`config.mk`:
```
export PLATFORM = sky130hd
export DESIGN_NAME = spat_alu
export DESIGN_NICKNAME = d
export VERILOG_FILES = /design/src/hdl/assert_macros.svh /design/src/hdl/spat_pkg.sv /design/src/hdl/spat_alu.sv
export SDC_FILE = /design/constraint.sdc
export NUM_CORES = 1
export LEC_CHECK = 0
export ABC_AREA = 1
export BUFFER_PORTS_ARGS = -buffer_cell sky130_fd_sc_hd__buf_2
export CORE_MARGIN = 8
export CORE_UTILIZATION = 44
export DETAILED_ROUTE_END_ITERATION = 7
export PLACE_DENSITY = 0.73
export SYNTH_ARGS = -nofsm -noshare
export SYNTH_HDL_FRONTEND = slang
export SYNTH_SLANG_ARGS = --single-unit
```
`constraint.sdc`:
```
create_clock -name vclk -period 5.4
set_input_delay 0.54 -clock vclk [all_inputs]
set_output_delay 0.54 -clock vclk [all_outputs]
set_load 0.02 [all_outputs]
```
`src/hdl/assert_macros.svh`:
```
// Assertion macros used by the top-level RTL file
`ifndef ASSERT_MACROS_SVH
`define ASSERT_MACROS_SVH
`ifndef SYNTH
`define ASSERT_CLK(label, clk, rst, prop, msg) \
  label: assert property (@(posedge clk) disable iff (rst) prop) else $error(msg);
`define ASSERT_NEVER(label, clk, rst, cond, msg) \
  label: assert property (@(posedge clk) disable iff (rst) !(cond)) else $error(msg);
`else
`define ASSERT_CLK(label, clk, rst, prop, msg)
`define ASSERT_NEVER(label, clk, rst, cond, msg)
`endif
`endif

```
`src/hdl/spat_pkg.sv`:
```
// Package with widths, codes and defaults of the address translate core
`timescale 1ns / 1ps
package spat_pkg;
  localparam int DESC_DEPTH_DEF = 1024;
  localparam int PAGE_DEPTH_DEF = 1024;
  localparam int DIR_DEPTH      = 1024;
  localparam int DIR_AW         = 10;

  localparam int OP_W      = 3;
  localparam int EIDX_W    = 10;
  localparam int VAL_W     = 64;
  localparam int ADDR_W    = 32;
  localparam int SEL_W     = 16;
  localparam int SEL_IDX_W = 13;
  localparam int STAT_W    = 3;
  localparam int CNT_W     = 11;
  localparam int CFG_IDX_W = 4;
  localparam int PAGE_W    = 21;
  localparam int FRAME_W   = 20;

  localparam int DESC_PRESENT_BIT = 47;
  localparam int SEL_LOCAL_BIT    = 2;

  localparam logic [OP_W-1:0] OP_TRANSLATE  = 3'd0;
  localparam logic [OP_W-1:0] OP_LOAD_GLOBAL = 3'd1;
  localparam logic [OP_W-1:0] OP_LOAD_LOCAL  = 3'd2;
  localparam logic [OP_W-1:0] OP_LOAD_DIR    = 3'd3;
  localparam logic [OP_W-1:0] OP_LOAD_PAGE   = 3'd4;

  localparam logic [STAT_W-1:0] STAT_OK          = 3'd0;
  localparam logic [STAT_W-1:0] STAT_NULL_GLOBAL = 3'd1;
  localparam logic [STAT_W-1:0] STAT_BEYOND      = 3'd2;
  localparam logic [STAT_W-1:0] STAT_SEG_ABSENT  = 3'd3;
  localparam logic [STAT_W-1:0] STAT_DIR_RANGE   = 3'd4;
  localparam logic [STAT_W-1:0] STAT_TBL_RANGE   = 3'd5;
  localparam logic [STAT_W-1:0] STAT_DIR_ABSENT  = 3'd6;
  localparam logic [STAT_W-1:0] STAT_PAGE_ABSENT = 3'd7;

  localparam logic [CFG_IDX_W-1:0] REG_GLOBAL_COUNT = 4'd0;
  localparam logic [CFG_IDX_W-1:0] REG_LOCAL_COUNT  = 4'd1;
  localparam logic [CFG_IDX_W-1:0] REG_DIR_COUNT    = 4'd2;
  localparam logic [CFG_IDX_W-1:0] REG_PAGE_COUNT   = 4'd3;
endpackage

```
`src/hdl/spat_alu.sv`:
```
// Shared 32-bit add and compare unit of the translate sequencer
`timescale 1ns / 1ps
module spat_alu (
  input  logic                       sub,
  input  logic [spat_pkg::ADDR_W-1:0] a,
  input  logic [spat_pkg::ADDR_W-1:0] b,
  output logic [spat_pkg::ADDR_W-1:0] sum,
  output logic                       ge
);
  logic [spat_pkg::ADDR_W:0] res;

  assign res = {1'b0, a} + {1'b0, b ^ {spat_pkg::ADDR_W{sub}}}
             + {{spat_pkg::ADDR_W{1'b0}}, sub};
  assign sum = res[spat_pkg::ADDR_W-1:0];
  assign ge  = res[spat_pkg::ADDR_W];
endmodule

```
==> impl_metrics.env <==
export IMPL_switching_share_pct=65.49
export IMPL_gp_congestion=0.9390
export IMPL_setup_viol=0
export IMPL_dieArea_um2=8666
export IMPL_final_layout_size_suffix_gt1_share_pct=23.01
export IMPL_num_vias=3175
export IMPL_crit_type="in2out"
export IMPL_ys_warn_count=0
export IMPL_slew_headroom_pct=40.50
export IMPL_coreArea_um2=5816
export IMPL_rows=28
export IMPL_tightest_slew_ns=0.8925
export IMPL_post_dp_cell_area_um2=3177
export IMPL_p_leak_uw=0.002000
export IMPL_ir_worst_vdd_uv=98.54
export IMPL_synth_top_family_by_area="simple AND/OR/NAND/NOR gates"
export IMPL_crit_arrival_ns=2.97
export IMPL_hold_buffers=0
export IMPL_hold_class="in2out"
export IMPL_synth_fa_ha_area_share_pct=17.03
export IMPL_outcome="finished, final reports clean"
export IMPL_cts_setup_buffers=0
export IMPL_vias_per_cell=4.862
export IMPL_synth_simple_area_share_pct=41.44
export IMPL_yosysSeqAreaShare_pct=0
export IMPL_synth_compound_area_share_pct=12.01
export IMPL_seq_cell_count=0
export IMPL_endpoint="sum[30]"
export IMPL_power_switching_uw=397.0
export IMPL_startpoint_type="input port"
export IMPL_num_clock_buffers=0
export IMPL_grtUsageTotal_pct=18.30
export IMPL_grt_pass1_wl_um=13500
export IMPL_cp_end_kind="output pin"
export IMPL_antenna_cells=0
export IMPL_p_total_uw=606.3
export IMPL_initial_core_util_pct=44.97
export IMPL_final_area_um2=3177
export IMPL_synth_area_per_cell_um2=5.403
export IMPL_top_level_ports=98
export IMPL_holdWs_ns=1.387
export IMPL_synth_nets=584
export IMPL_period_minus_slack_ns=3.507
export IMPL_gr_total_overflow=0
export IMPL_maxCapViolCount=0
export IMPL_rsz0062_at_grt="no"
export IMPL_tns_ns=0
export IMPL_post_route_period_util_pct=64.95
export IMPL_comb_power_share_pct=100.0
export IMPL_drt_total_wl_um=8331
export IMPL_slew_violations=0
export IMPL_worstPathRequired_ns=4.86
export IMPL_crit_start="sub"
export IMPL_grt_pass1_vias=3031
export IMPL_drt_pass1_iter_count=5
export IMPL_antenna_left=0
export IMPL_regArea_um2=0
export IMPL_place_hpwl_um=7475
export IMPL_p_per_area_nw_per_um2=190.8
export IMPL_grt_max_degree=33
export IMPL_hold_viol_final=0
export IMPL_drc=0
export IMPL_dieHeight_um=93.09
export IMPL_synth_cells=484
export IMPL_synth_xor_area_share_pct=15.74
export IMPL_io_buffers=98
export IMPL_seqPwrFrac_pct=0
export IMPL_antenna_found_initial=0
export IMPL_synthMuxAreaShare_pct=0
export IMPL_ctsResizeCount=0
export IMPL_power_share_clock_pct=0
export IMPL_avgRoutedWirePerCell_um=12.76
export IMPL_place_inst=653
export IMPL_synth_area_um2=2615
export IMPL_fmax_ghz=0.2851
export IMPL_nets=680
export IMPL_crit_fanout=32
export IMPL_dieWidth_um=93.09
export IMPL_layout_cells_non_filler=653
export IMPL_synth_cell_types=27
export IMPL_drt_initial_drc_count=155
export IMPL_power_internal_uw=209.2
export IMPL_area_growth_pct=21.48
==> metrics by stage <==
| step | utilization (%) | setup WS [ns] |
|---|---|---|
| 2_1_floorplan | - | 2.551 |
| 3_3_place_gp | 54.63 | 1.920 |
| 3_5_place_dp | 54.63 | 1.837 |
| 4_1_cts | 54.63 | 1.831 |
| 5_1_grt | 54.63 | 1.593 |
| 6_report | 54.63 | 1.893 |
==> worst min-delay path by stage <==
stage	start	to	cells after the start
after floorplan	b[0]	sum[0]	1
after detailed placement	a[0]	sum[0]	3
after global routing	a[0]	sum[0]	3
final	a[0]	sum[0]	3
after global placement	a[0]	sum[0]	3
after CTS	a[0]	sum[0]	3
==> cell type report <==
class	instances	area, um2
timing repair buffer	98	490.5
fill	641	2639
inverter	90	337.8
tap	75	93.84
multi-input combinational	390	2255
==> routing by layer <==
metal / vias up / global-route usage [%] / wire length [um]
li1: 1681 / - / -
met1: 1423 / 24.05 / 3813
met2: 71 / 33.61 / 4126
met3: 0 / 1.042 / 392
met4: 0 / 0 / 0
met5: - / 0 / 0
==> Yosys cell counts (all sizes together) <==
cell type	instances	area, um2
nand2	174	705.7
inv	90	337.8
xor2	44	385.4
nor2	43	163.9
a21oi	34	185.2
ha	34	425.4
nand3	23	135.1
o21ai	19	98.85
nor3	7	45.04
buf	4	22.52
o21bai	4	30.03
xnor2	3	26.28
and2	2	15.02
fa	1	20.02
nand4	1	6.260
nor4	1	12.51
==> critical path: stages <==
cell	delay, ns
buf_2	0.67
xnor2_1	0.25
fa_1	0.49
o21ai_2	0.32
nand2_2	0.10
nand2_4	0.09
nand2_2	0.06
nand2_4	0.09
nand2_2	0.05
nand2_1	0.06
nand2_1	0.04
nand2_1	0.05
buf_2	0.16
==> placed cells by master, fill, tap and decap left out, drive strengths merged <==
| master | Yosys | final |
|---|---|---|
| nor4 | 1 | 1 |
| nand2 | 174 | 174 |
| inv | 90 | 90 |
| nor2 | 43 | 43 |
| buf | 4 | 98 |
| o21bai | 4 | 4 |
| xnor2 | 3 | 3 |
| nand4 | 1 | 1 |
| fa | 1 | 1 |
| nor3 | 7 | 7 |
| a21oi | 34 | 34 |
| xor2 | 44 | 44 |
| nand3 | 23 | 23 |
| ha | 34 | 34 |
| and2 | 2 | 2 |
| o21ai | 19 | 19 |
==> cells by family after synthesis <==
family | after synthesis
simple gates | 251
compound gates | 57
xor+xnor | 47
fa+ha+maj | 35
buf+inv | 94
==> power groups by stage <==
stage	sequential [uW]	combinational (uW)	clock (uW)
after CTS	0	608	0
after global placement	0	601	0
final	0	606	0
after detailed placement	0	605	0
after global routing	0	672	0
after floorplan	0	424	0
No activity file was read; power rests on OpenSTA's default activity.
